<file path="src/hw/rtl/e2c_pkg.sv">
// package for the equirectangular to cube map address core
// field widths, fixed point constants, face and register codes, the arctangent table
// no dependencies
`timescale 1ns / 1ps

package e2c_pkg;

  localparam int SIZE_W       = 11;
  localparam int COORD_W      = 10;
  localparam int FACE_W       = 3;
  localparam int INDEX_W      = 20;
  localparam int CFG_IDX_W    = 1;
  localparam int MAX_SIZE     = 1024;

  localparam int DIV_STEPS    = 17;
  localparam int QUO_W        = 17;
  localparam int UV_W         = 18;
  localparam int ONE_BITS     = 16;
  localparam int DYG_W        = 18;
  localparam int ANG_W        = 20;
  localparam int TURN_BITS    = 18;
  localparam int HALF_BITS    = 17;
  localparam int CORDIC_ITERS = 16;

  localparam logic signed [UV_W-1:0]  ONE_Q16      = 18'sd65536;
  localparam logic signed [UV_W-1:0]  GAIN_Q16     = 18'sd107922;
  localparam logic signed [ANG_W-1:0] HALF_TURN    = 20'sd131072;
  localparam logic signed [ANG_W-1:0] QUARTER_TURN = 20'sd65536;

  localparam logic [FACE_W-1:0] FACE_POS_X = 3'd0;
  localparam logic [FACE_W-1:0] FACE_NEG_X = 3'd1;
  localparam logic [FACE_W-1:0] FACE_POS_Y = 3'd2;
  localparam logic [FACE_W-1:0] FACE_NEG_Y = 3'd3;
  localparam logic [FACE_W-1:0] FACE_POS_Z = 3'd4;
  localparam logic [FACE_W-1:0] FACE_NEG_Z = 3'd5;

  localparam logic [CFG_IDX_W-1:0] REG_SRC_WIDTH  = 1'b0;
  localparam logic [CFG_IDX_W-1:0] REG_SRC_HEIGHT = 1'b1;

  localparam logic [SIZE_W-1:0] SRC_WIDTH_RST  = 11'd1024;
  localparam logic [SIZE_W-1:0] SRC_HEIGHT_RST = 11'd512;

  typedef struct packed {
    logic [FACE_W-1:0]  face;
    logic [COORD_W-1:0] dest_x;
    logic [COORD_W-1:0] dest_y;
  } pix_t;

  typedef struct packed {
    logic [FACE_W-1:0] face;
    logic [QUO_W-1:0]  qu;
    logic [QUO_W-1:0]  qv;
  } quo_t;

  typedef struct packed {
    logic                    bad;
    logic signed [DYG_W-1:0] dyg;
  } c1_side_t;

  typedef struct packed {
    logic                    bad;
    logic signed [ANG_W-1:0] phi;
  } c2_side_t;

  // round(atan(2^-i) / 2pi * 2^18)
  function automatic logic [ANG_W-1:0] atan_entry(input int i);
    logic [ANG_W-1:0] a;
    case (i)
      0:  a = 20'd32768;
      1:  a = 20'd19344;
      2:  a = 20'd10221;
      3:  a = 20'd5188;
      4:  a = 20'd2604;
      5:  a = 20'd1303;
      6:  a = 20'd652;
      7:  a = 20'd326;
      8:  a = 20'd163;
      9:  a = 20'd81;
      10: a = 20'd41;
      11: a = 20'd20;
      12: a = 20'd10;
      13: a = 20'd5;
      14: a = 20'd3;
      15: a = 20'd1;
      default: a = '0;
    endcase
    return a;
  endfunction

endpackage

</file>
<file path="src/hw/rtl/e2c_cordic.sv">
// pipelined cordic vectoring unit, half turn prerotation then four iterations per stage
// depends on e2c_pkg
`timescale 1ns / 1ps

module e2c_cordic #(
  parameter int  IN_W   = 18,
  parameter int  XY_W   = 20,
  parameter type SIDE_T = logic
) (
  input  logic                              clk,
  input  logic                              rst,
  input  logic                              in_valid,
  output logic                              in_ready,
  input  logic signed [IN_W-1:0]            in_x,
  input  logic signed [IN_W-1:0]            in_y,
  input  SIDE_T                             in_side,
  output logic                              out_valid,
  input  logic                              out_ready,
  output logic signed [e2c_pkg::ANG_W-1:0]  out_ang,
  output logic signed [XY_W-1:0]            out_mag,
  output SIDE_T                             out_side
);
  localparam int PER = 4;
  localparam int NST = 1 + e2c_pkg::CORDIC_ITERS / PER;
  localparam int AW  = e2c_pkg::ANG_W;

  typedef struct packed {
    logic                 zero;
    logic signed [XY_W-1:0] x;
    logic signed [XY_W-1:0] y;
    logic signed [AW-1:0]   z;
    SIDE_T                side;
  } cst_t;

  function automatic cst_t pre_rot(input logic signed [IN_W-1:0] x, input logic signed [IN_W-1:0] y,
                                   input SIDE_T side);
    cst_t r;
    r.side = side;
    r.zero = (x == '0) && (y == '0);
    r.x    = XY_W'(x);
    r.y    = XY_W'(y);
    r.z    = '0;
    if (x[IN_W-1]) begin
      r.z = !y[IN_W-1] ? e2c_pkg::HALF_TURN : -e2c_pkg::HALF_TURN;
      r.x = -r.x;
      r.y = -r.y;
    end
    return r;
  endfunction

  function automatic cst_t rot_steps(input cst_t s, input int first);
    cst_t                 r;
    logic signed [XY_W-1:0] xv;
    logic signed [XY_W-1:0] yv;
    logic signed [XY_W-1:0] xs;
    logic signed [XY_W-1:0] ys;
    logic signed [AW-1:0]   zv;
    r  = s;
    xv = s.x;
    yv = s.y;
    zv = s.z;
    for (int j = 0; j < PER; j++) begin
      xs = xv >>> (first + j);
      ys = yv >>> (first + j);
      if (!yv[XY_W-1]) begin
        xv = xv + ys;
        yv = yv - xs;
        zv = zv + $signed(e2c_pkg::atan_entry(first + j));
      end else begin
        xv = xv - ys;
        yv = yv + xs;
        zv = zv - $signed(e2c_pkg::atan_entry(first + j));
      end
    end
    r.x = xv;
    r.y = yv;
    r.z = zv;
    return r;
  endfunction

  logic [NST-1:0] vld;
  logic [NST-1:0] v_src;
  logic [NST:0]   rdy;
  cst_t           st  [NST];
  cst_t           nxt [NST];

  always_comb begin
    rdy[NST] = out_ready;
    for (int k = NST - 1; k >= 0; k--) begin
      rdy[k] = !vld[k] || rdy[k+1];
    end
  end

  always_comb begin
    nxt[0]   = pre_rot(in_x, in_y, in_side);
    v_src[0] = in_valid;
    for (int k = 1; k < NST; k++) begin
      nxt[k]   = rot_steps(st[k-1], (k - 1) * PER);
      v_src[k] = vld[k-1];
    end
  end

  always_ff @(posedge clk) begin
    if (rst) begin
      vld <= '0;
    end else begin
      for (int k = 0; k < NST; k++) begin
        if (rdy[k]) begin
          vld[k] <= v_src[k];
        end
      end
    end
  end

  always_ff @(posedge clk) begin
    for (int k = 0; k < NST; k++) begin
      if (rdy[k]) begin
        st[k] <= nxt[k];
      end
    end
  end

  // zero vector in gives angle zero
  assign in_ready  = rdy[0];
  assign out_valid = vld[NST-1];
  assign out_ang   = st[NST-1].zero ? '0 : st[NST-1].z;
  assign out_mag   = st[NST-1].x;
  assign out_side  = st[NST-1].side;

endmodule

</file>
<file path="config.mk">
export PLATFORM = sky130hd
export DESIGN_NAME = e2c_cordic
export DESIGN_NICKNAME = d
export VERILOG_FILES = /design/src/hw/rtl/e2c_pkg.sv /design/src/hw/rtl/e2c_cordic.sv
export SDC_FILE = /design/constraint.sdc
export NUM_CORES = 2
export LEC_CHECK = 0
export BUFFER_PORTS_ARGS = -buffer_cell sky130_fd_sc_hd__clkbuf_2
export CAP_MARGIN = 25
export CORE_MARGIN = 1.5
export CORE_UTILIZATION = 35
export DETAILED_ROUTE_END_ITERATION = 10
export GPL_TIMING_DRIVEN = 0
export PLACE_DENSITY = 0.53
export SLEW_MARGIN = 20
export SYNTH_ARGS = -nofsm -noshare
export SYNTH_HDL_FRONTEND = slang
export SYNTH_SLANG_ARGS = --single-unit
</file>
<file path="constraint.sdc">
create_clock -name clk -period 18.2 [get_ports clk]
set_input_delay 2.73 -clock clk [delete_from_list [all_inputs] [get_ports clk]]
set_output_delay 2.73 -clock clk [all_outputs]
set_load 0.02 [all_outputs]
</file>
Yosys cells after proc, flatten, opt, wreduce, memory -nomap -nowiden:

Memory sizes are Yosys's and may differ from the RTL's.
Cells that the tools add are included.

* bits in registers: 5
* bits in writable memories: 310
* word-level logic and storage cells: 209
* memories: 1

Memories
* st: depth 5, bits a word 62, read ports 5, clocked after memory_dff 0, wr ports 5, line e2c_cordic.sv:84 `cst_t st [NST];`

* $add $sub $neg: 97
* mux-type cells: 93
* reductions and logical operators: 13

Operators by type and width (number)
* $mux 20: 82
* $sub 20x20->20: 18
* $add 20x20->20: 17
* $mux 60: 1
* $add 20x10->20: 2
* $add 20x11->20: 2
* $add 20x12->20: 2
* $add 20x13->20: 2
* $add 20x14->20: 2
* $add 20x15->20: 2
* $add 20x16->20: 2
* $add 20x17->20: 2
* $add 20x18->20: 2
* $add 20x19->20: 2
* $add 20x5->20: 2
* $add 20x6->20: 2
* $add 20x7->20: 2
* $add 20x8->20: 2
* $add 20x9->20: 2
* $neg 18->20: 2
* $sub 20x10->20: 2
* $sub 20x11->20: 2
* $sub 20x12->20: 2
* $sub 20x13->20: 2
* 16 further kinds: 45

Depth between registers and ports, before layout:

* word-level depth: 9
* gate-level depth with buffers: 65
* gate-level depth less buffers: 65

Least setup slack after synthesis:

OpenSTA, ideal clock, no wires.

* kind: reg-to-reg
* start: mem st[0][239] (netlist name)
* end: mem st[0][308] (netlist name) (data pin)
* arrival time: 13.383 ns
* data required time: 17.935 ns
* setup slack: 4.552 ns
* stages on the path, launching flop included: 60
* buffers on the path: 3
* period minus slack after synthesis: 13.648 ns
* cell sequence: edfxtp_1 > inv_1 > ha_1 > nand2b_1 > or4_1 > or3_1 > ha_1 > a21oi_1 > ha_1 > a21oi_1 > o21ai_0 > or3_1 > o211a_1 > o21ai_1 > o21ai_1 > xnor2_2 > clkbuf_1 > o21ai_0 > (+24 left out) > xnor2_1 > inv_1 > o21a_1 > ha_1 > nor2b_1 > o21ai_0 > a21oi_1 > o21a_1 > o21a_1 > o21a_1 > a31oi_1 > a2111oi_0 > nor2_1 > a211o_1 > o21ai_0 > xnor2_1 > xnor3_1 > xnor2_1

RTL lines (line)
* start, declared: e2c_cordic.sv:84

==> impl_metrics.py <==
metrics = {
    "status": {
        "outcome": "complete, no violations",
    },
    "cts": {
        "post_cts_buffers": 0,
        "clock_sinks": 270,
        "clockBufferDepth": 3,
        "cts-resized-gates": 0,
        "insertion_delay_ps": 610,
        "htree_levels": 2,
        "cts-root-buf": "clkbuf_16",
        "clk_pin_slew_ps": 60,
        "cts_tree": "yes",
        "cts_buffers": 37,
        "ctsHoldBuffers": 0,
    },
    "critical_path": {
        "required_ps": 18510,
        "cp_slowest_stage_delay_ps": 700,
        "start_kind": "flop",
        "critPathLaunch": "st[0][22]$_DFFE_PP_",
        "critPathKind": "reg -> reg",
        "crit_cells": 60,
        "r2r_cells": 60,
        "worst_path_max_delay_cell": "buf_1",
        "rr_startpoint": "st[0][22]$_DFFE_PP_",
        "critPathMaxFanout": 18,
        "end_kind": "flop",
        "rrSetupSlack_ps": 1680,
        "worstPathArrival_ps": 16820,
        "crit_buf_inv": 8,
        "path_delay_family": "compound AO/OA/AOI/OAI gates",
        "critPathMostFrequentCell": "o21ai_0",
    },
    "floorplan": {
        "fp.dieH_um": 396,
        "die_area_um2": 157000,
        "core_um2": 154000,
        "num_rows": 144,
        "start_util_pct": 35.2,
        "die_x_um": 396,
        "io_pins": 84,
    },
    "grt": {
        "gr-usage-all-layers_pct": 18.0,
        "first_global_vias": 45600,
        "grt_first_pass_wirelength_um": 236000,
        "grt_max_degree": 60,
        "antenna_found_initial": 1,
        "grt-ovfl-total": 0,
    },
    "hold_path": {
        "hold_class": "reg -> reg",
        "hold_path_startpoint": "st[0][124]$_DFFE_PP_",
        "min_path_cells": 0,
    },
    "logic_synthesis": {
        "yosysTopAreaCell": "ha_1",
        "synthTopCellsByCount": "890 x ha_1, 706 x nor2_1, 659 x xnor2_1",
        "synth_flop_cell": "edfxtp_1",
        "synth.avg_cell_area_um2": 7.91,
        "ys_warn_count": 0,
        "ys_async_sr_fraction_pct": 0,
        "synth-edff-count": 265,
        "synthDistinctLibCells": 117,
        "netlist_area_um2": 54100,
        "syn_inst": 6833,
        "synthTopCellsByArea": "ha_1 21%, edfxtp_1 15%, xnor2_1 11%, a21oi_1 5.1%, nor2_1 4.9%",
        "yosysTopAreaCellShare_pct": 20.6,
        "synthMostInstantiatedCell": "ha_1",
        "ys_ff_latch": 270,
        "yosysSeqAreaShare_pct": 14.9,
    },
    "sta": {
        "setup-tns-final_ps": 0,
        "rsz0062_at_grt": "no",
        "layout_min_cycle_time_ps": 16520,
        "worst_pin_slew_ps": 1020,
        "final-hold-violation-count": 0,
        "finalCritPeriodShare_pct": 90.7,
        "relSlewSlack_pct": 30.6,
        "finalSetupViolCount": 0,
        "fmax_mhz": 60.5,
        "finClkSkew_ps": 54.2,
        "slew_violations": 0,
    },
    "drt": {
        "viasPerCell": 5.35,
        "first_pass_iters": 6,
        "ant_nets": 0,
        "drt_iter0_drc": 2666,
        "wl_um": 146000,
        "post_drt_wl_per_cell_um": 16.2,
        "num_vias": 48400,
        "drc": 0,
    },
    "place": {
        "dp_hpwl_um": 123000,
        "io_buffer_count": 82,
        "place.gp.congestion": 0.876,
        "postPlaceCellArea_um2": 57200,
    },
    "cells_and_area": {
        "layout-area-overhead-vs-synth_pct": 8.12,
        "nets": 7937,
        "drive_gt1_share_pct": 4.83,
        "stdcell_area_um2": 58400,
    },
    "job": {
        "cap_violations": 0,
    },
}
-- layout by cell type (no fill, tap or decap), types with 66 or more instances in the layout --
cell type    n
a21boi_0    66
a21o_1     175
a21oi_1    548
a31oi_1     73
clkbuf_1    70
clkbuf_2    89
edfxtp_1   265
ha_1       890
inv_1      450
nand2_1    406
nand2b_1   111
nand3_1    114
nor2_1     706
nor2b_1    132
nor3_1     234
o21a_1     120
o21ai_0    421
o21bai_1    93
or3_1       74
xnor2_1    658
xor2_1     286
-- worst paths after layout --
path | end
worst min-delay path | st[0][186]$_DFFE_PP_
worst max register to register | st[0][121]$_DFFE_PP_
worst max-delay path | st[0][121]$_DFFE_PP_
worst min register to register | st[0][186]$_DFFE_PP_
-- state kept, by name, summed over array words and instances, names as in the netlist --
name,flops
st,265
vld,5
-- kinds of logic after synthesis --
logic type	share of synthesized area, %
simple gates	19.3
compound gates	22.7
xor+xnor	16.1
fa+ha+maj	22.1
buf+inv	4.29
flops	14.9
mux	0.588
other cells	0.00694
-- final cells by class --
| type | instances | area, um2 |
|---|---|---|
| Clock buffer | 43 | 948 |
| Fill cell | 16100 | 95200 |
| Tap cell | 2044 | 2560 |
| Timing Repair Buffer | 91 | 542 |
| Antenna cell | 1 | 2.50 |
| Clock inverter | 25 | 275 |
| Sequential cell | 270 | 8060 |
| Multi-Input combinational cell | 5977 | 43700 |
| Inverter | 462 | 1740 |
| Buffer | 126 | 597 |
-- through the flow --
stage                     instances  setup WS (ps)  hold WS, ps  util (%)
after detailed placement       8968           1940          405      37.2
final                          9039           1680          384      38.0
after floorplan                6835           4550          400         -
after global routing           9038            417          398      38.0
after global placement         8961            839          400      37.1
after CTS                      9036           1870          373      38.0
-- routing by layer --
layer  vias up  global-route usage, %  wire (um)
met5         -                      0          0
met4         0                   3.28       2140
met3       108                   1.38       4690
met2       722                   30.9      67900
met1     22600                   24.8      71500
li1      25000                      -          -
Power is not shown: default switching activity piles up to over one toggle a cycle in this logic, so the estimate is an artifact.
