## config.mk

```make
export PLATFORM = sky130hd
export DESIGN_NAME = e2c_map
export DESIGN_NICKNAME = d
export VERILOG_FILES = /design/src/hw/rtl/e2c_pkg.sv /design/src/hw/rtl/e2c_map.sv
export SDC_FILE = /design/constraint.sdc
export NUM_CORES = 2
export LEC_CHECK = 0
export ABC_AREA = 1
export BUFFER_PORTS_ARGS = -buffer_cell sky130_fd_sc_hd__buf_4
export CAP_MARGIN = 25
export CORE_AREA = 8 8 165 323
export DETAILED_ROUTE_END_ITERATION = 10
export DIE_AREA = 0 0 173 331
export GPL_TIMING_DRIVEN = 1
export PLACE_DENSITY = 0.75
export SETUP_SLACK_MARGIN = 0.05
export SLEW_MARGIN = 15
export SYNTH_ARGS = -nofsm -noshare
export SYNTH_HDL_FRONTEND = slang
export SYNTH_SLANG_ARGS = --single-unit
```

## constraint.sdc

```tcl
create_clock -name clk -period 6.2 [get_ports clk]
set_input_delay 0.93 -clock clk [delete_from_list [all_inputs] [get_ports clk]]
set_output_delay 0.93 -clock clk [all_outputs]
set_load 0.1 [all_outputs]
```

## src/hw/rtl/e2c_pkg.sv

```systemverilog
// package for the equirectangular to cube map address core
// field widths, fixed point constants, face and register codes, the arctangent table
// no dependencies
`timescale 1ns / 1ps

package e2c_pkg;

  localparam int SIZE_W       = 11;
  localparam int COORD_W      = 10;
  localparam int FACE_W       = 3;
  localparam int INDEX_W      = 20;
  localparam int CFG_IDX_W    = 1;
  localparam int MAX_SIZE     = 1024;

  localparam int DIV_STEPS    = 17;
  localparam int QUO_W        = 17;
  localparam int UV_W         = 18;
  localparam int ONE_BITS     = 16;
  localparam int DYG_W        = 18;
  localparam int ANG_W        = 20;
  localparam int TURN_BITS    = 18;
  localparam int HALF_BITS    = 17;
  localparam int CORDIC_ITERS = 16;

  localparam logic signed [UV_W-1:0]  ONE_Q16      = 18'sd65536;
  localparam logic signed [UV_W-1:0]  GAIN_Q16     = 18'sd107922;
  localparam logic signed [ANG_W-1:0] HALF_TURN    = 20'sd131072;
  localparam logic signed [ANG_W-1:0] QUARTER_TURN = 20'sd65536;

  localparam logic [FACE_W-1:0] FACE_POS_X = 3'd0;
  localparam logic [FACE_W-1:0] FACE_NEG_X = 3'd1;
  localparam logic [FACE_W-1:0] FACE_POS_Y = 3'd2;
  localparam logic [FACE_W-1:0] FACE_NEG_Y = 3'd3;
  localparam logic [FACE_W-1:0] FACE_POS_Z = 3'd4;
  localparam logic [FACE_W-1:0] FACE_NEG_Z = 3'd5;

  localparam logic [CFG_IDX_W-1:0] REG_SRC_WIDTH  = 1'b0;
  localparam logic [CFG_IDX_W-1:0] REG_SRC_HEIGHT = 1'b1;

  localparam logic [SIZE_W-1:0] SRC_WIDTH_RST  = 11'd1024;
  localparam logic [SIZE_W-1:0] SRC_HEIGHT_RST = 11'd512;

  typedef struct packed {
    logic [FACE_W-1:0]  face;
    logic [COORD_W-1:0] dest_x;
    logic [COORD_W-1:0] dest_y;
  } pix_t;

  typedef struct packed {
    logic [FACE_W-1:0] face;
    logic [QUO_W-1:0]  qu;
    logic [QUO_W-1:0]  qv;
  } quo_t;

  typedef struct packed {
    logic                    bad;
    logic signed [DYG_W-1:0] dyg;
  } c1_side_t;

  typedef struct packed {
    logic                    bad;
    logic signed [ANG_W-1:0] phi;
  } c2_side_t;

  // round(atan(2^-i) / 2pi * 2^18)
  function automatic logic [ANG_W-1:0] atan_entry(input int i);
    logic [ANG_W-1:0] a;
    case (i)
      0:  a = 20'd32768;
      1:  a = 20'd19344;
      2:  a = 20'd10221;
      3:  a = 20'd5188;
      4:  a = 20'd2604;
      5:  a = 20'd1303;
      6:  a = 20'd652;
      7:  a = 20'd326;
      8:  a = 20'd163;
      9:  a = 20'd81;
      10: a = 20'd41;
      11: a = 20'd20;
      12: a = 20'd10;
      13: a = 20'd5;
      14: a = 20'd3;
      15: a = 20'd1;
      default: a = '0;
    endcase
    return a;
  endfunction

endpackage

```

## src/hw/rtl/e2c_map.sv

```systemverilog
// maps the two angles to clamped source column and row, then the linear index
// depends on e2c_pkg
`timescale 1ns / 1ps

module e2c_map (
  input  logic                              clk,
  input  logic                              rst,
  input  logic [e2c_pkg::SIZE_W-1:0]        w,
  input  logic [e2c_pkg::SIZE_W-1:0]        h,
  input  logic                              in_valid,
  output logic                              in_ready,
  input  logic signed [e2c_pkg::ANG_W-1:0]  in_theta,
  input  e2c_pkg::c2_side_t                 in_side,
  output logic                              out_valid,
  input  logic                              out_ready,
  output logic [e2c_pkg::COORD_W-1:0]       out_x,
  output logic [e2c_pkg::COORD_W-1:0]       out_y,
  output logic [e2c_pkg::INDEX_W-1:0]       out_index
);
  localparam int SW   = e2c_pkg::SIZE_W;
  localparam int AW   = e2c_pkg::ANG_W;
  localparam int PA_W = AW + 1;
  localparam int PC_W = PA_W + SW + 1;
  localparam int PR_W = AW + SW + 1;
  localparam int CS_W = PC_W - e2c_pkg::TURN_BITS;
  localparam int RS_W = PR_W - e2c_pkg::HALF_BITS;
  localparam int PI_W = 2 * SW;

  logic [3:0]             vld;
  logic [4:0]             rdy;
  logic signed [AW-1:0]   ph;
  logic signed [AW-1:0]   th;
  logic signed [PA_W-1:0] pa;
  logic signed [PC_W-1:0] pc;
  logic signed [PR_W-1:0] pr;
  logic [SW-1:0]          wm1;
  logic [SW-1:0]          hm1;
  logic [CS_W-1:0]        cs;
  logic [RS_W-1:0]        rs;
  logic [SW-1:0]          col_n;
  logic [SW-1:0]          row_n;
  logic [SW-1:0]          col1;
  logic [SW-1:0]          row1;
  logic [SW-1:0]          col2;
  logic [SW-1:0]          row2;
  logic [PI_W-1:0]        pi2;
  logic [e2c_pkg::COORD_W-1:0] sx3;
  logic [e2c_pkg::COORD_W-1:0] sy3;
  logic [e2c_pkg::INDEX_W-1:0] idx3;

  always_comb begin
    rdy[4] = out_ready;
    for (int k = 3; k >= 0; k--) begin
      rdy[k] = !vld[k] || rdy[k+1];
    end
  end

  // unknown face code: phi zero, theta a quarter turn
  assign ph  = in_side.bad ? '0 : in_side.phi;
  assign th  = in_side.bad ? e2c_pkg::QUARTER_TURN : in_theta;
  assign pa  = PA_W'(ph) + PA_W'(e2c_pkg::HALF_TURN);
  assign wm1 = w - SW'(1);
  assign hm1 = h - SW'(1);
  assign cs  = pc[PC_W-1:e2c_pkg::TURN_BITS];
  assign rs  = pr[PR_W-1:e2c_pkg::HALF_BITS];

  always_comb begin
    if (pc[PC_W-1]) begin
      col_n = '0;
    end else if (cs > CS_W'(wm1)) begin
      col_n = wm1;
    end else begin
      col_n = cs[SW-1:0];
    end
    if (pr[PR_W-1]) begin
      row_n = '0;
    end else if (rs > RS_W'(hm1)) begin
      row_n = hm1;
    end else begin
      row_n = rs[SW-1:0];
    end
  end

  always_ff @(posedge clk) begin
    if (rst) begin
      vld <= '0;
    end else begin
      if (rdy[0]) begin
        vld[0] <= in_valid;
      end
      for (int k = 1; k < 4; k++) begin
        if (rdy[k]) begin
          vld[k] <= vld[k-1];
        end
      end
    end
  end

  always_ff @(posedge clk) begin
    if (rdy[0]) begin
      pc <= pa * $signed({1'b0, w});
      pr <= th * $signed({1'b0, h});
    end
    if (rdy[1]) begin
      col1 <= col_n;
      row1 <= row_n;
    end
    if (rdy[2]) begin
      col2 <= col1;
      row2 <= row1;
      pi2  <= row1 * w;
    end
    if (rdy[3]) begin
      sx3  <= col2[e2c_pkg::COORD_W-1:0];
      sy3  <= row2[e2c_pkg::COORD_W-1:0];
      idx3 <= e2c_pkg::INDEX_W'(pi2 + PI_W'(col2));
    end
  end

  assign in_ready  = rdy[0];
  assign out_valid = vld[3];
  assign out_x     = sx3;
  assign out_y     = sy3;
  assign out_index = idx3;

endmodule

```

## Word-level counts from Yosys, hierarchy flattened

Cells that the tools add are included.

- Memories kept: 0
- Memory bits (writable): 0
- Bits in latches: 0
- Word-level logic and storage cells: 35
- Memory bits (read-only): 0
- Register bits: 172
- Bits of input ports: 67

- Magnitude comparators: 2
- Mux-type cells: 4
- Shifts and indexed selects: 0
- $add $sub $neg: 4
- Divide/modulo/power cells: 0
- Equal/unequal tests: 0
- Bitwise logic cells: 0
- Reduce and logical (&&, ||, !) cells: 8
- Multiply operators: 3

Operator list:

| operator | number |
|---|---|
| $mux W20 | 2 |
| $mul A21 B12 Y33 | 1 |
| $mul A20 B12 Y32 | 1 |
| $gt A15 B11 Y1 | 2 |
| $mux W11 | 2 |
| $sub A11 B1 Y11 const B | 2 |
| $add A20 B19 Y21 const B | 1 |
| $add A20 B11 Y20 | 1 |
| $mul A11 B11 Y20 | 1 |
| $logic_not A1 Y1 | 4 |
| $logic_or A1 B1 Y1 | 4 |

## Longest topological paths before layout

- Depth after elaboration: 5
- Gate-level depth with buffers: 30

## Worst setup path after synthesis

No wires, ideal clock.

- Kind: input to register
- Start point: input in_side[20] (netlist name)
- End point: register pc[27], data pin
- Arrival: 5.832 ns
- Buffers on the path: 1
- Library setup time: 0.252 ns
- Slack: 0.116 ns
- Cell stages on the path: 23
- Data required time: 5.948 ns
- Path through: inv_4 buf_2 nand2_1 inv_1 ha_1 or2_2 nand2_1 nor2_1 fa_1 fa_1 fa_1 fa_1 inv_1 fa_1 inv_1 ha_1 nand2_1 nor2_1 inv_1 nor4_1 nand2_1 nand3_1 nand2_1

- Longest elaborated chain between the ends: 3

RTL lines:

| what | RTL line | source |
|---|---|---|
| start: declaration | e2c_map.sv:13 | `input e2c_pkg::c2_side_t in_side,` |
| $mux W20 | e2c_map.sv:59 | `assign ph = in_side.bad ? '0 : in_side.phi;` |
| $add A20 B19 Y21 | e2c_map.sv:61 | `assign pa = PA_W'(ph) + PA_W'(e2c_pkg::HALF_TURN);` |
| $mul A21 B12 Y33 | e2c_map.sv:101 | `pc <= pa * $signed({1'b0, w});` |
| end signal: assignment | e2c_map.sv:101 |  |
| end: declaration | e2c_map.sv:34 | `logic signed [PC_W-1:0] pc;` |

No other way between the ends.
A chain may end at the register's enable or synchronous reset.

## Worst setup path after layout

- Start point: input in_side[20] (netlist name)
- End point: register pc[23], data pin

Same word-level chain as after synthesis.

==> impl_results.md <==
* Final Hold Fails at 0
* Hold depth at 0
* Unrepaired setup endpoints after global routing: yes
* # H-tree levels at 4
* Core area at 48900 sq um
* Post-Synthesis Cells at 3291
* Clock Power Share at 7.7%
* HP Class: reg -> reg
* CTS tree: yes
* Initial DRC count at 1532
* Critical path data required time at 6.38 ns
* Hold Crit Start: row2[9]
* Die Area at 57300 sq um
* Max clock buf depth at 2
* Critical path cell sequence: buf_4 -> inv_4 -> buf_4 -> nand2_1 -> clkinv_1 -> nand2_1 -> fa_1 -> fa_1 -> inv_1 -> fa_1 -> fa_1 -> inv_1 -> fa_1 -> inv_1 -> ha_1 -> a21oi_1 -> a21boi_0 -> o21ai_0 -> a21oi_1 -> o21ai_0 -> xor2_1
* Crit path depth at 21
* Initial antenna violation count at 0
* CTS Buf Count at 17
* Largest net degree at the start of global routing at 43
* Fin nets at 4219
* GRT overflow at 0
* First-pass GRT wire length at 117000 um
* Seq cells post-synth at 137
* Buf/Inv on CP at 7
* HPWL after DPL at 58000 um
* Final antenna-violating net count at 0
* Synthesized cell area at 26700 sq um
* Critical path startpoint: in_side[20]
* Depth of the worst register-to-register path at 14
* Total Neg Setup Slack at 0 ns
* EDFF count, synth at 133
* NetSw at 7.71 mW
* R2R setup slack at 0.93 ns
* Vias in the first global route at 23500
* # diodes at 0
* Share of layout cells above drive strength 1 at 8.29%
* Top FF cell, synth: edfxtp_1
* Fillers at 4330
* RePlAce Congestion at 0.932
* Post-DR vias/cell at 5.27
* Worst Skew at 0.0135 ns
* Worst hold path endpoint: out_y[9]
* CP max FO at 12
* Combinational power share at 76.5%
* Flop pwr share at 15.8%
* DR vias at 21700
* Clk slew on worst S/H paths at 0.06 ns
* Clock latency on the worst-skew pair at 0.45 ns
* Yosys warns at 0
* Avg Cell Area, Syn at 8.12 sq um
* Kind of end point of the critical path: flip-flop
* Worst-Margin Slew at 0.759 ns
* Int Power at 6.41 mW
* Chip width at 173 um
* Tmin final at 5.82 ns
* Crit path kind: in -> reg
* Critical R2R Launch: row1[7]
* Peak supply drop at 0.000505 V
* Status: completed
* Hold_ws at 0.423 ns
* Power Density at 478 nW/um^2
* Async S/R FF share, synth at 0%
* Max incr delay on CP at 0.52 ns
* Most used cell along the critical path: fa_1
* Net Sw Frac at 54.6%
* Drt drc at 0
* Area added between synthesis and finish at 10.6%
* Startpoint Class: input pin
* Max cap viols at 0
* Starting Density at 54.6%
* # IOs at 109
* DR pass1 iterations at 6
* Reg2reg end: pi2[14]
* Slew Viols, Final at 0
* Crit path DAT at 5.99 ns
* Syn nets at 4059
* Max frequency at 172 MHz
* Clock Sinks at 137
* Gr usage total at 25.5%
* Row Count at 115
* Drt total wl at 69900 um
* Seq/Total Area, Yosys at 15.2%
* Die H at 331 um
* Slowest CP cell: fa_1
* Setup violations, final at 0
* Netlist cell types at 52
* Final Cycle Share at 93.8%
* Top delay family on crit path: adder cells
* Slew Limit Headroom at 49.4%
* Root Buffer Master: clkbuf_16
* Leakage Power at 16.2 nW
* Port bufs at 108
* Drt wl/cell at 17.0 um
worst max-delay path by stage:
stage	to	slack [ns]
finish	pc[23]	0.38
global route	pc[30]	0.04
CTS	pr[30]	0.42
detailed placement	pr[30]	-0.03
global placement	pc[29]	0.03
floorplan	pc[27]	0.12
per-stage QoR:
stage / power [mW] / cell area (sq um) / setup slack [ns] / util [%] / instances
after global routing: 15.7 / 29500 / 0.0444 / 60.4 / 4107
after floorplan: 9.98 / 26700 / 0.116 / - / 3291
final: 14.1 / 29500 / 0.384 / 60.4 / 4107
after detailed placement: 12.9 / 28800 / -0.0336 / 58.9 / 4067
after CTS: 14.1 / 29400 / 0.422 / 60.2 / 4099
after global placement: 12.7 / 28800 / 0.0299 / 58.9 / 4067
worst register-to-register path, cell delays in order, from the launching register on:
cell      delay [ns]
edfxtp_1        0.79
nand2_1         0.18
fa_1            0.61
fa_1            0.46
fa_1            0.57
inv_1           0.06
fa_1            0.51
fa_1            0.42
ha_1            0.34
a21oi_1         0.24
o21a_1          0.15
nand2_1         0.09
a21boi_0        0.28
o21ai_0         0.15
xor2_1          0.16
sequential cells by signal (all words and copies together), names as in the netlist:
| register | flops |
|---|---|
| col1 | 11 |
| col2 | 11 |
| out_index | 20 |
| out_x | 10 |
| out_y | 10 |
| pc | 15 |
| pi2 | 20 |
| pr | 15 |
| row1 | 11 |
| row2 | 10 |
| vld | 4 |
logic make-up after synthesis:
group	Yosys count	synth area share, %
adder cells (fa/ha/maj)	701	46.1
buffers and inverters	954	13.4
flip-flops	137	15.2
AO/OA/AOI/OAI	203	4.45
XOR/XNOR	75	2.49
AND/OR/NAND/NOR	1221	18.2
power groups by stage:
stage	clock network (mW)	registers, mW	logic, mW
detailed placement	0	2.23	10.7
CTS	1.09	2.22	10.8
global placement	0	2.23	10.5
finish	1.08	2.23	10.8
global route	1.13	2.27	12.3
floorplan	0	2.90	7.08
per-layer routing:
metal  wire length, um  track usage [%]  vias to the layer above
li1                  -                -                    10000
met1             27900             31.7                    10600
met2             34900             44.9                      857
met3              4580             2.89                      154
met4              2480             10.1                        0
met5                 0                0                        -
cells in the mapped netlist (5+ instances only):
library cell  count  area (sq um)
edfxtp_1        133          3990
buf_1            11          41.3
fa_1            474          9490
nand3_1          66           330
clkbuf_1         61           229
xnor2_1          19           166
clkinv_1         20          75.1
a31oi_1          16           100
inv_2             5          18.8
nand2_1         807          3030
nand3b_1          6          45.0
nand2_2           6          37.5
nor2_1          275          1030
buf_2             5          25.0
xor2_1           55           482
inv_1           851          3190
o211ai_1          6          45.0
a21o_1           20           150
o21bai_1          8          60.1
a21oi_1          85           425
nand4_1          14          87.6
ha_1            227          2840
o21ai_0          46           230
nor4_1            8          50.1
nor3_1           22           110
repair_timing:
item                       in CTS  in global routing
gates resized for setup         0                  7
hold buffers                    0                  0
buffers inserted                0                  7
setup endpoints to repair       0                  3
hold endpoints to repair        0                  0
cells in the final DEF, fill, tap and decap left out, types with 14 or more instances in the layout:
master,count
a21o_1,20
a21oi_1,85
a31oi_1,15
buf_4,215
clkbuf_16,18
clkinv_1,18
edfxtp_1,133
fa_1,474
ha_1,226
inv_1,849
nand2_1,807
nand3_1,66
nand4_1,14
nor2_1,275
nor3_1,22
o21ai_0,46
xnor2_1,19
xor2_1,54
area by class of cell:
class | instances | area [sq um] | share of cell area (%)
clock buffers | 17 | 425 | 1.44
clock inverters | 15 | 188 | 0.635
inverters | 877 | 3310 | 11.2
multi-input cells | 2200 | 19100 | 64.5
flip-flops and latches | 137 | 4070 | 13.8
well taps | 643 | 805 | 2.72
repair buffers | 218 | 1680 | 5.68
No activity file was read; power rests on OpenSTA's default activity.
