### config.mk
export PLATFORM = sky130hd
export DESIGN_NAME = e2c_uv
export DESIGN_NICKNAME = d
export VERILOG_FILES = /design/src/hw/rtl/e2c_pkg.sv /design/src/hw/rtl/e2c_uv.sv
export SDC_FILE = /design/constraint.sdc
export NUM_CORES = 1
export LEC_CHECK = 0
export ABC_CLOCK_PERIOD_IN_PS = 32200
export BUFFER_PORTS_ARGS = -buffer_cell sky130_fd_sc_hd__buf_2
export CAP_MARGIN = 40
export CORE_UTILIZATION = 45
export CTS_BUF_LIST = sky130_fd_sc_hd__clkbuf_4 sky130_fd_sc_hd__clkbuf_8
export DETAILED_ROUTE_END_ITERATION = 10
export PLACE_DENSITY = 0.6
export SETUP_SLACK_MARGIN = 0.05
export SLEW_MARGIN = 10
export SYNTH_ARGS = -nofsm -noshare
export SYNTH_HDL_FRONTEND = slang
export SYNTH_SLANG_ARGS = --single-unit
### constraint.sdc
create_clock -name clk -period 32.2 [get_ports clk]
set_input_delay 1.61 -clock clk [delete_from_list [all_inputs] [get_ports clk]]
set_output_delay 1.61 -clock clk [all_outputs]
set_load 0.01 [all_outputs]
### src/hw/rtl/e2c_pkg.sv
// package for the equirectangular to cube map address core
// field widths, fixed point constants, face and register codes, the arctangent table
// no dependencies
`timescale 1ns / 1ps

package e2c_pkg;

  localparam int SIZE_W       = 11;
  localparam int COORD_W      = 10;
  localparam int FACE_W       = 3;
  localparam int INDEX_W      = 20;
  localparam int CFG_IDX_W    = 1;
  localparam int MAX_SIZE     = 1024;

  localparam int DIV_STEPS    = 17;
  localparam int QUO_W        = 17;
  localparam int UV_W         = 18;
  localparam int ONE_BITS     = 16;
  localparam int DYG_W        = 18;
  localparam int ANG_W        = 20;
  localparam int TURN_BITS    = 18;
  localparam int HALF_BITS    = 17;
  localparam int CORDIC_ITERS = 16;

  localparam logic signed [UV_W-1:0]  ONE_Q16      = 18'sd65536;
  localparam logic signed [UV_W-1:0]  GAIN_Q16     = 18'sd107922;
  localparam logic signed [ANG_W-1:0] HALF_TURN    = 20'sd131072;
  localparam logic signed [ANG_W-1:0] QUARTER_TURN = 20'sd65536;

  localparam logic [FACE_W-1:0] FACE_POS_X = 3'd0;
  localparam logic [FACE_W-1:0] FACE_NEG_X = 3'd1;
  localparam logic [FACE_W-1:0] FACE_POS_Y = 3'd2;
  localparam logic [FACE_W-1:0] FACE_NEG_Y = 3'd3;
  localparam logic [FACE_W-1:0] FACE_POS_Z = 3'd4;
  localparam logic [FACE_W-1:0] FACE_NEG_Z = 3'd5;

  localparam logic [CFG_IDX_W-1:0] REG_SRC_WIDTH  = 1'b0;
  localparam logic [CFG_IDX_W-1:0] REG_SRC_HEIGHT = 1'b1;

  localparam logic [SIZE_W-1:0] SRC_WIDTH_RST  = 11'd1024;
  localparam logic [SIZE_W-1:0] SRC_HEIGHT_RST = 11'd512;

  typedef struct packed {
    logic [FACE_W-1:0]  face;
    logic [COORD_W-1:0] dest_x;
    logic [COORD_W-1:0] dest_y;
  } pix_t;

  typedef struct packed {
    logic [FACE_W-1:0] face;
    logic [QUO_W-1:0]  qu;
    logic [QUO_W-1:0]  qv;
  } quo_t;

  typedef struct packed {
    logic                    bad;
    logic signed [DYG_W-1:0] dyg;
  } c1_side_t;

  typedef struct packed {
    logic                    bad;
    logic signed [ANG_W-1:0] phi;
  } c2_side_t;

  // round(atan(2^-i) / 2pi * 2^18)
  function automatic logic [ANG_W-1:0] atan_entry(input int i);
    logic [ANG_W-1:0] a;
    case (i)
      0:  a = 20'd32768;
      1:  a = 20'd19344;
      2:  a = 20'd10221;
      3:  a = 20'd5188;
      4:  a = 20'd2604;
      5:  a = 20'd1303;
      6:  a = 20'd652;
      7:  a = 20'd326;
      8:  a = 20'd163;
      9:  a = 20'd81;
      10: a = 20'd41;
      11: a = 20'd20;
      12: a = 20'd10;
      13: a = 20'd5;
      14: a = 20'd3;
      15: a = 20'd1;
      default: a = '0;
    endcase
    return a;
  endfunction

endpackage

### src/hw/rtl/e2c_uv.sv
// pipelined restoring divider forming floor((2x+1)*2^16/N) for both face coordinates
// depends on e2c_pkg
`timescale 1ns / 1ps

module e2c_uv (
  input  logic                        clk,
  input  logic                        rst,
  input  logic [e2c_pkg::SIZE_W-1:0]  h,
  input  logic                        in_valid,
  output logic                        in_ready,
  input  e2c_pkg::pix_t               in_pix,
  output logic                        out_valid,
  input  logic                        out_ready,
  output e2c_pkg::quo_t               out_quo
);
  localparam int PER = 3;
  localparam int NST = (e2c_pkg::DIV_STEPS + PER - 1) / PER;
  localparam int RW  = e2c_pkg::SIZE_W;
  localparam int QW  = e2c_pkg::QUO_W;

  typedef struct packed {
    logic [e2c_pkg::FACE_W-1:0] face;
    logic [RW-1:0]              rx;
    logic [RW-1:0]              ry;
    logic [QW-1:0]              qx;
    logic [QW-1:0]              qy;
  } div_t;

  function automatic div_t div_steps(input div_t s, input logic [RW-1:0] d, input int first);
    div_t      r;
    logic [RW:0] t;
    r = s;
    for (int j = 0; j < PER; j++) begin
      if (first + j < e2c_pkg::DIV_STEPS) begin
        // the numerator has a single one bit at the first step
        t = {r.rx, 1'(first + j == 0)};
        if (t >= {1'b0, d}) begin
          r.rx = RW'(t - {1'b0, d});
          r.qx = {r.qx[QW-2:0], 1'b1};
        end else begin
          r.rx = t[RW-1:0];
          r.qx = {r.qx[QW-2:0], 1'b0};
        end
        t = {r.ry, 1'(first + j == 0)};
        if (t >= {1'b0, d}) begin
          r.ry = RW'(t - {1'b0, d});
          r.qy = {r.qy[QW-2:0], 1'b1};
        end else begin
          r.ry = t[RW-1:0];
          r.qy = {r.qy[QW-2:0], 1'b0};
        end
      end
    end
    return r;
  endfunction

  logic [NST-1:0] vld;
  logic [NST-1:0] v_src;
  logic [NST:0]   rdy;
  div_t           st  [NST];
  div_t           src [NST];
  div_t           nxt [NST];
  logic [RW-1:0]  hm1;
  logic [RW-1:0]  x_sat;
  logic [RW-1:0]  y_sat;

  assign hm1   = h - RW'(1);
  assign x_sat = (RW'(in_pix.dest_x) > hm1) ? hm1 : RW'(in_pix.dest_x);
  assign y_sat = (RW'(in_pix.dest_y) > hm1) ? hm1 : RW'(in_pix.dest_y);

  always_comb begin
    rdy[NST] = out_ready;
    for (int k = NST - 1; k >= 0; k--) begin
      rdy[k] = !vld[k] || rdy[k+1];
    end
  end

  always_comb begin
    src[0]   = '{face: in_pix.face, rx: x_sat, ry: y_sat, qx: '0, qy: '0};
    v_src[0] = in_valid;
    for (int k = 1; k < NST; k++) begin
      src[k]   = st[k-1];
      v_src[k] = vld[k-1];
    end
    for (int k = 0; k < NST; k++) begin
      nxt[k] = div_steps(src[k], h, k * PER);
    end
  end

  always_ff @(posedge clk) begin
    if (rst) begin
      vld <= '0;
    end else begin
      for (int k = 0; k < NST; k++) begin
        if (rdy[k]) begin
          vld[k] <= v_src[k];
        end
      end
    end
  end

  always_ff @(posedge clk) begin
    for (int k = 0; k < NST; k++) begin
      if (rdy[k]) begin
        st[k] <= nxt[k];
      end
    end
  end

  assign in_ready  = rdy[0];
  assign out_valid = vld[NST-1];
  assign out_quo   = '{face: st[NST-1].face, qu: st[NST-1].qx, qv: st[NST-1].qy};

endmodule

Word level (Yosys, flattened, before mapping)
Memories as Yosys holds them, arrays and structs flattened.
Index checks and enable logic that the tools add are counted.
Cells by class
  add/subtract/negate cells: 35
  $lt $le $gt $ge: 36
  multiplexer cells: 82
  reductions and logical operators: 12
Operator list (count)
  12-bit by 11-bit >= comparator with 1-bit output: 34
  11-bit 2-to-1 mux: 36
  11-bit subtractor: 34
  1-bit 2-to-1 mux: 46
  10-bit by 11-bit greater-than comparator with 1-bit output: 2
  11-bit by 1-bit subtractor with 11-bit output, second input constant: 1
  1-bit logical NOT: 6
  1-bit logical OR: 6
Word-level totals
  flip-flop bits (word level): 6
  bits in writable memories: 354
  input bits: 38
  output and inout bits: 39
  logic and storage cells: 172
  memories kept: 1
Memory list
  st: words 6, bits a word 59, rd ports 6, clocked after Yosys merged registers in 0, wr ports 6, RTL line e2c_uv.sv:60  | div_t st [NST];

Longest topological paths before layout
Gate-level depths: netlist of run 1.
  depth in word-level cells: 9
  gate-level depth with buffers: 51
  gate-level depth less buffers: 42

Least setup slack after synthesis of run 1
OpenSTA, ideal clock, no wires.
  path type: input to register
  start point: input port h[0] in the netlist's numbering
  end point: memory st[0][36] in the netlist's numbering, data pin
  library setup time: 260 ps
  data arrival time: 13120 ps
  data required time: 31940 ps
  slack: 18820 ps
  cell stages on the path: 46
  path buffers: 9
  cells stage by stage: clkbuf_1 clkbuf_1 inv_1 clkbuf_1 clkbuf_1 buf_1 ha_1 nor3b_1 xnor2_1 ha_1 or2_2 a31o_2 a21oi_1 a211oi_2 nor2_2 mux2_2 ha_1 a2111oi_0 (+10 left out) a21o_1 a21oi_1 o21a_1 o21a_1 or2_2 clkbuf_1 o21a_1 a221o_1 ha_1 o21a_1 o21ai_0 a21oi_1 o41ai_1 a21oi_1 or4_1 o22ai_1 buf_2 mux2_2
RTL lines
  from (decl): RTL line e2c_uv.sv:8  | input logic [e2c_pkg::SIZE_W-1:0] h,
  to (decl): RTL line e2c_uv.sv:60

==> results.json, run 1 <==
{
  "yosys.area_share.simple_pct": 16.65,
  "drt-total-wl_mm": 76.01,
  "finClkSkew_ns": 0.03023,
  "critical_path.top_delay_family": "compound AO/OA/AOI/OAI gates",
  "num_vias": 23852,
  "postLayoutCellArea_um2": 30070,
  "gp_congestion": 0.8714,
  "hold_buffers": 0,
  "fin_crit_ns": 13.44,
  "status": "finished clean",
  "synth_top_family_by_area": "compound AO/OA/AOI/OAI gates",
  "synth_area_leaders": "edfxtp_1 28%, ha_1 17%, mux2_2 6.8%",
  "cts.reportedPaths.clkPinSlew_ns": 0.06,
  "port_buffers": 76,
  "min_period_over_period_pct": 41.72,
  "rows": 90,
  "start_util_pct": 45.58,
  "grt_pass1_wl_mm": 120.8,
  "arrival_ns": 13.80,
  "path_max_fanout": 40,
  "required_ns": 32.56,
  "drt_iter0_markers": 1535,
  "path_buf_inv": 7,
  "die_y_um": 249.3,
  "tns_ns": 0,
  "ys_warn_count": 0,
  "tritoncts": "built",
  "dp_slack_ns": 18.23,
  "cts-root-buf": "clkbuf_8",
  "setup_viol": 0,
  "syn_nets": 3465,
  "via_per_inst": 5.978,
  "io_pins": 77,
  "synthMuxAreaShare_pct": 7.731,
  "drv_cap": 0,
  "hp-class": "reg -> reg",
  "yosysSeqAreaShare_pct": 27.94,
  "htreeDepth": 2,
  "grt_antenna_before_repair": 1,
  "post_cts_resized": 0,
  "clk_latency_ns": 0.64,
  "final_layout_size_suffix_gt1_share_pct": 14.00,
  "worst_setup_path_start_kind": "input port",
  "first_global_vias": 23310,
  "detail-route-antenna-nets": 0,
  "critPathCaptureType": "flip-flop",
  "cts.path.max_buffers": 3,
  "placed_area_um2": 29060,
  "routedWlPerCell_um": 19.05,
  "syn_inst": 3052,
  "overflow": 0,
  "synth-edff-count": 252,
  "cts.sinks": 258,
  "synth_flop_cell": "edfxtp_1",
  "hold_viol": 0,
  "fp.coreArea_um2": 60360,
  "synth.distinct_cells": 93,
  "synth_xor_xnor_area_share_pct": 5.834,
  "worstSetupPathType": "in -> reg",
  "grt_max_degree": 50,
  "dp.final_hpwl_mm": 56.07,
  "worst_pin_slew_ns": 0.8356,
  "synthArstFlopShare_pct": 0,
  "relSlewSlack_pct": 42.86,
  "first_pass_iters": 6,
  "synth_compound_gate_area_share_pct": 21.14,
  "dieArea_um2": 62140,
  "track_usage_pct": 23.89,
  "areaGrowthSynthToFinish_pct": 9.304,
  "ys_ff_latch": 258,
  "syn_area_per_cell_um2": 9.015,
  "post-cts-setup-buffer-count": 0,
  "synthesis.area_um2": 27510,
  "die_x_um": 249.3,
  "slowest_delay_ns": 0.61,
  "drc": 0,
  "fmax_mhz": 74.43,
  "cp_slowest_cell": "a21o_1",
  "rsz0062_at_grt": "false",
  "yosys.area.top_type": "edfxtp_1",
  "synth_adder_area_share_pct": 17.46,
  "maxSlewViolCount": 0,
  "nNetsFinal": 3581,
  "synth_top_area_share_pct": 27.50,
  "timing.final.ws_setup_ns": 18.76,
  "cts_inserted_buffers": 49
}
cells in the final DEF (no fill, tap or decap), types with 58 or more instances in the layout:
| cell type | count |
|---|---|
| buf_2 | 77 |
| a21o_1 | 73 |
| ha_1 | 362 |
| xor2_1 | 59 |
| nand2_1 | 183 |
| a21oi_1 | 195 |
| nor2_1 | 312 |
| nor2b_1 | 58 |
| o21a_1 | 69 |
| xnor2_1 | 114 |
| nor3_1 | 86 |
| edfxtp_1 | 252 |
| mux2_2 | 167 |
| inv_1 | 154 |
| o21ai_0 | 194 |
synth_stat cells, types with 27 or more instances:
cell type	number
nand3_1	50
a211oi_1	37
xnor2_1	114
a21o_1	73
o31ai_1	35
mux2_2	167
nor2b_1	58
o21a_1	69
a21oi_1	195
nand2b_1	40
nand4_1	33
a21boi_0	37
ha_1	363
edfxtp_1	252
nor2_1	312
xor2_1	59
o21ai_0	194
nand2_1	185
nor3_1	86
or2_2	42
clkbuf_1	46
inv_1	166
a31oi_1	31
and3_1	27
cell type report:
type | instances | area [um2]
multi-input cells | 2565 | 18960
diodes | 1 | 2.502
well taps | 782 | 978.4
flip-flops and latches | 258 | 7687
fillers | 5565 | 30280
inverters | 168 | 630.6
clock inverters | 35 | 295.3
repair buffers | 126 | 798.3
clock buffers | 55 | 719.4
worst reg2reg max path, stage by stage, from the launching register on:
cell and delay (ns):
edfxtp_1 0.44, fa_1 0.49, a21o_1 0.18, a21o_1 0.21
a211oi_1 0.36, o31ai_1 0.18, nor2_1 0.11, buf_4 0.22
mux2_2 0.38, ha_1 0.31, o21a_1 0.12, o21ai_0 0.33
a211oi_1 0.19, o31ai_1 0.35, a211o_1 0.26, o31ai_2 0.08
buf_4 0.22, nand2b_1 0.11, mux2_2 0.36, ha_1 0.31
o21a_1 0.13, o21ai_0 0.23, a21boi_0 0.20, o31ai_1 0.44
a21oi_1 0.19, o41ai_1 0.61, nand3_1 0.59, mux2_2 0.46
metrics by stage:
stage | util, % | std cells | hold WS [ns]
final | 49.83 | 3990 | 0.4142
after global placement | 47.97 | 3891 | 0.4007
after global routing | 49.83 | 3990 | 0.4167
after detailed placement | 48.14 | 3899 | 0.4045
after CTS | 49.82 | 3989 | 0.4142
after floorplan | - | 3052 | 0.4003
sequential cells by signal, summed over array words and instances, names as in the netlist:
name  cells
st      252
vld       6
worst paths after layout:
| kind | from | end | slack, ns | cells past startpoint |
|---|---|---|---|---|
| min reg2reg | st[4][4] | st[5][6] | 0.41 | 0 |
| min | st[4][4] | st[5][6] | 0.41 | 0 |
| max | h[0] | st[0][48] | 18.76 | 44 |
| max reg2reg | st[0][34] | st[1][44] | 23.91 | 27 |
kinds of logic after synthesis:
group,count (synthesis)
and+or+nand+nor,945
AOI/OAI and AO/OA,876
adders and majority gates,377
DFF,258
buffers and inverters,229
muxes,190
xor gates and xnor gates,177
layer usage:
| metal | global-route usage, % | up-vias | wire (um) |
|---|---|---|---|
| li1 | - | 11782 | - |
| met1 | 30.31 | 11357 | 34130 |
| met2 | 41.94 | 568 | 36560 |
| met3 | 2.894 | 145 | 3142 |
| met4 | 7.778 | 0 | 2175 |
| met5 | 0 | - | 0 |
Power of run 1 is left out: the tool's default activity adds up to more than one toggle a clock period on the data nets, which glitch-free logic cannot reach.
==> inputs of run 2 (changes only) <==
- ABC_AREA: not set -> 1
- ABC_CLOCK_PERIOD_IN_PS: 32200 -> 10800
- PLACE_DENSITY: 0.6 -> 0.62
- clock period: 32.2 -> 10.8 ns (I/O delays scaled with it)
==> run 2 against run 1 <==
  * Non-clock buffer count decreased by 20
  * Largest cell class unchanged
  * Clock-buffer cell count increased by 13
  * Worst setup slack got worse by 17 ns
  * Sequential share of layout area increased by 0.096 points
==> results.json, run 2 <==
{
  "status": "finished clean",
  "worst_setup_path_start_kind": "input port",
  "start_util_pct": 45.65,
  "fin_crit_ns": 8.568,
  "syn_area_per_cell_um2": 7.630,
  "overflow": 0,
  "drt_iter0_markers": 1134,
  "arrival_ns": 8.95,
  "nNetsFinal": 4133,
  "regMostFlops": "st",
  "whs_path_depth": 1,
  "synthArstFlopShare_pct": 0,
  "first_pass_iters": 5,
  "fmax_mhz": 116.7,
  "min_period_over_period_pct": 79.33,
  "syn_inst": 3625,
  "yosys.area.top_type": "edfxtp_1",
  "synthTopCellsByCount": "957 x nand2_1, 371 x inv_1, 363 x ha_1, 310 x a21oi_1, 252 x edfxtp_1",
  "die_y_um": 249.9,
  "hold_viol": 0,
  "worst_pin_slew_ns": 0.8383,
  "placed_area_um2": 28860,
  "syn_nets": 4038,
  "path_max_fanout": 40,
  "drv_cap": 0,
  "drc": 0,
  "postLayoutCellArea_um2": 29960,
  "final_layout_size_suffix_gt1_share_pct": 9.601,
  "cp_slowest_cell": "buf_2",
  "dieArea_um2": 62460,
  "synth_top_area_share_pct": 27.36,
  "drt-total-wl_mm": 69.13,
  "cts.sinks": 258,
  "port_buffers": 76,
  "grt_max_degree": 51,
  "grt_antenna_before_repair": 2,
  "cts.reportedPaths.clkPinSlew_ns": 0.06,
  "track_usage_pct": 22.04,
  "hold_buffers": 0,
  "ys_warn_count": 0,
  "tns_ns": 0,
  "io_pins": 77,
  "tritoncts": "built",
  "grt_pass1_wl_mm": 112.1,
  "finClkSkew_ns": 0.02131,
  "synth_area_leaders": "edfxtp_1 27%, ha_1 16%, nand2_1 13%",
  "synthesis.area_um2": 27660,
  "critPathCaptureType": "flip-flop",
  "required_ns": 11.18,
  "rsz0062_at_grt": "false",
  "yosysSeqAreaShare_pct": 27.79,
  "areaGrowthSynthToFinish_pct": 8.323,
  "hp-class": "in -> reg",
  "gp_congestion": 0.9042,
  "dp.final_hpwl_mm": 51.84,
  "post-cts-setup-buffer-count": 0,
  "ff2ff_path_depth": 30,
  "cts.path.max_buffers": 3,
  "top_regs": "st (252), vld (6)",
  "via_per_inst": 5.257,
  "synth_flop_cell": "edfxtp_1",
  "layout_commonest_cell": "nand2_1",
  "die_x_um": 249.9,
  "slowest_delay_ns": 0.52,
  "setup_viol": 0,
  "relSlewSlack_pct": 44.11,
  "post_cts_resized": 0,
  "synth.distinct_cells": 67,
  "first_global_vias": 22283,
  "largest_register_ffs": 252,
  "detail-route-antenna-nets": 0,
  "ys_ff_latch": 258,
  "rows": 90,
  "worstSetupPathType": "in -> reg",
  "yosysMostFrequentCell": "nand2_1",
  "routedWlPerCell_um": 15.21,
  "final_cell_mix": "957 x nand2_1, 363 x ha_1, 357 x inv_1, 310 x a21oi_1, 252 x edfxtp_1",
  "fp.coreArea_um2": 60580,
  "maxSlewViolCount": 0,
  "num_vias": 23886,
  "htreeDepth": 2,
  "clk_latency_ns": 0.64,
  "synth-edff-count": 252,
  "cpMostUsedCell": "nand2_1",
  "cts_inserted_buffers": 51,
  "cts-root-buf": "clkbuf_8"
}
-- run 2: critical path, delay by kind of cell --
family          cells  cell delay, ns
fa+ha+maj           5            1.66
compound gates     11            2.14
simple gates       24            2.72
xor+xnor            1            0.34
buf+inv             7            1.43
-- run 2: per-stage QoR --
stage	utilization (%)	setup WS (ns)	hold slack (ns)	std cells
2_1_floorplan	-	2.120	0.4003	3625
3_3_place_gp	47.57	1.764	0.4005	4447
3_5_place_dp	47.64	1.615	0.4045	4449
4_1_cts	49.45	2.306	0.01402	4542
5_1_grt	49.45	1.311	0.02380	4543
6_report	49.45	2.232	0.07369	4544
-- run 2: logic make-up after synthesis --
logic type | Yosys count | share of synthesized area, %
AO/OA/AOI/OAI | 680 | 14.25
XOR/XNOR | 265 | 8.459
adder cells (fa/ha/maj) | 375 | 17.29
buffers and inverters | 452 | 6.767
flip-flops | 258 | 27.79
AND/OR/NAND/NOR | 1595 | 25.45
-- run 2: cell type report --
class	instances	area, um2
antenna	2	5.005
inverter	388	1461
timing repair buffer	106	633.1
multi-input combinational	2915	18100
clock buffer	68	860.8
clock inverter	25	235.2
fill	5967	30620
tap	782	978.4
sequential	258	7687
-- run 2: final timing paths --
path	slack [ns]	startpoint	end
setup / recovery	2.23	h[0]	st[0][46]
hold / removal	0.07	in_pix[21]	st[0][57]
setup reg to reg	3.75	st[2][40]	st[3][42]
hold reg to reg	0.41	st[0][0]	st[1][3]
-- run 2: routing by layer --
layer | wire (um) | vias up | part of all wire [%] | GRT usage, %
li1 | - | 12564 | - | -
met1 | 33370 | 10767 | 48 | 29.81
met2 | 31180 | 449 | 45 | 36.37
met3 | 2872 | 106 | 4.2 | 3.045
met4 | 1706 | 0 | 2.5 | 6.596
met5 | 0 | - | 0 | 0
Power of run 2 is left out for the same reason.
==> inputs of run 3 (changes only) <==
- ABC_CLOCK_PERIOD_IN_PS: 10800 -> 8100
- PLACE_DENSITY: 0.62 -> 0.6
- clock period: 10.8 -> 8.1 ns (I/O delays scaled with it)
==> run 3 against run 2 <==
  * Global-route usage increased by 0.73 points
  * Worst setup slack got worse by 1.4 ns
  * Design area increased by 1.3%
  * Clock-buffer cell count decreased by 13
  * Critical endpoint is now st[0][48]
  * Largest cell class unchanged
==> results.json, run 3 (synthesized netlist as in run 2, its figures left out) <==
{
  "status": "finished clean",
  "drc": 0,
  "fin_crit_ns": 7.307,
  "via_per_inst": 5.230,
  "fp.coreArea_um2": 60580,
  "gp_congestion": 0.9089,
  "clk_latency_ns": 0.65,
  "htreeDepth": 2,
  "routedWlPerCell_um": 15.57,
  "stdcell_count": 4580,
  "hold_viol": 0,
  "required_ns": 8.59,
  "min_period_over_period_pct": 90.21,
  "drt-total-wl_mm": 71.32,
  "first_pass_iters": 5,
  "top_regs": "st (252), vld (6)",
  "postLayoutCellArea_um2": 30360,
  "cts-root-buf": "clkbuf_8",
  "relSlewSlack_pct": 43.13,
  "track_usage_pct": 22.78,
  "grt_antenna_before_repair": 1,
  "areaGrowthSynthToFinish_pct": 9.753,
  "cts.path.max_buffers": 3,
  "tritoncts": "built",
  "largest_register_ffs": 252,
  "layout_commonest_cell": "nand2_1",
  "worst_pin_slew_ns": 0.8530,
  "num_vias": 23952,
  "cts.sinks": 258,
  "finClkSkew_ns": 0.01892,
  "ff2ff_path_depth": 31,
  "min_to": "vld[4]",
  "worstSetupPathType": "in -> reg",
  "first_global_vias": 22704,
  "placed_cells": 4480,
  "critical_path.top_delay_family": "simple AND/OR/NAND/NOR gates",
  "cts_inserted_buffers": 49,
  "dp.final_hpwl_mm": 54.26,
  "cp_slowest_cell": "ha_1",
  "detail-route-antenna-nets": 0,
  "fmax_mhz": 136.9,
  "cts.reportedPaths.clkPinSlew_ns": 0.06,
  "drv_cap": 0,
  "r2r_start": "st[3][51]",
  "setup_viol": 0,
  "nNetsFinal": 4172,
  "tns_ns": 0,
  "rows": 90,
  "min_from": "out_ready",
  "overflow": 0,
  "arrival_ns": 7.80,
  "ff2ff_setup_slack_ns": 1.52,
  "regMostFlops": "st",
  "grt_pass1_wl_mm": 115.1,
  "die_x_um": 249.9,
  "maxSlewViolCount": 0,
  "cpMostUsedCell": "nand2_1",
  "final_cell_mix": "957 x nand2_1, 363 x ha_1, 356 x inv_1, 309 x a21oi_1, 252 x edfxtp_1",
  "port_buffers": 76,
  "final-seq-area_um2": 7687,
  "io_pins": 77,
  "drt_iter0_markers": 1174,
  "rsz0062_at_grt": "false",
  "worstReg2RegEnd": "st[4][50]",
  "worst_setup_path_start_kind": "input port",
  "multiInputGateArea_um2": 18140,
  "fillCellCount": 6019,
  "critPathCaptureType": "flip-flop",
  "hp-class": "in -> reg",
  "slowest_delay_ns": 0.34,
  "dieArea_um2": 62460,
  "path_buf_inv": 7,
  "die_y_um": 249.9,
  "whs_path_depth": 7,
  "grt_max_degree": 76,
  "final_layout_size_suffix_gt1_share_pct": 10.30,
  "start_util_pct": 45.65,
  "path_max_fanout": 13,
  "placed_area_um2": 29140
}
-- run 3: cell type report --
class                      instances  share of cell area, %
multi-input combinational       2917                  59.74
sequential                       258                  25.32
inverter                         388                  4.814
timing repair buffer             145                  3.240
tap                              782                  3.223
clock buffer                      55                  2.370
clock inverter                    34                  1.278
antenna                            1               0.008243
-- run 3: tightest hold or removal path, delay by kind of cell --
family,cells,cell delay (ns)
AOI/OAI and AO/OA,1,0.08
buffers and inverters,4,0.37
and+or+nand+nor,2,0.08
-- run 3: what timing repair did --
action	CTS	global route
hold buffers	6	0
endpoints found under the hold margin	9	0
resized for setup	0	2
endpoints found under the setup margin	0	18
setup buffers	0	2
-- run 3: worst max-delay path by stage --
stage	start	endpoint	slack [ns]	cells past startpoint
2_1_floorplan	h[0]	st[0][37]	0.08	55
3_3_place_gp	h[0]	st[0][44]	0.33	48
3_5_place_dp	h[0]	st[0][46]	0.12	47
4_1_cts	h[0]	st[0][46]	0.84	47
5_1_grt	h[0]	st[0][43]	0.06	48
6_report	h[0]	st[0][48]	0.79	44
-- run 3: per-layer routing --
| layer | GRT usage, % | vias up | wire, um |
|---|---|---|---|
| met5 | 0 | - | 0 |
| met2 | 39.51 | 420 | 33640 |
| met3 | 2.785 | 120 | 2624 |
| met1 | 29.23 | 10787 | 32920 |
| li1 | - | 12625 | - |
| met4 | 7.372 | 0 | 2142 |
-- run 3: stage by stage --
step / utilization, % / setup slack [ns] / hold slack [ns]
6_report: 50.11 / 0.7928 / 0.3434
5_1_grt: 50.11 / 0.05876 / 0.3728
4_1_cts: 50.03 / 0.8412 / 0.2927
3_5_place_dp: 48.11 / 0.1235 / 0.4045
3_3_place_gp: 48.06 / 0.3269 / 0.4003
2_1_floorplan: - / 0.07530 / 0.4003
Power of run 3 is left out for the same reason.
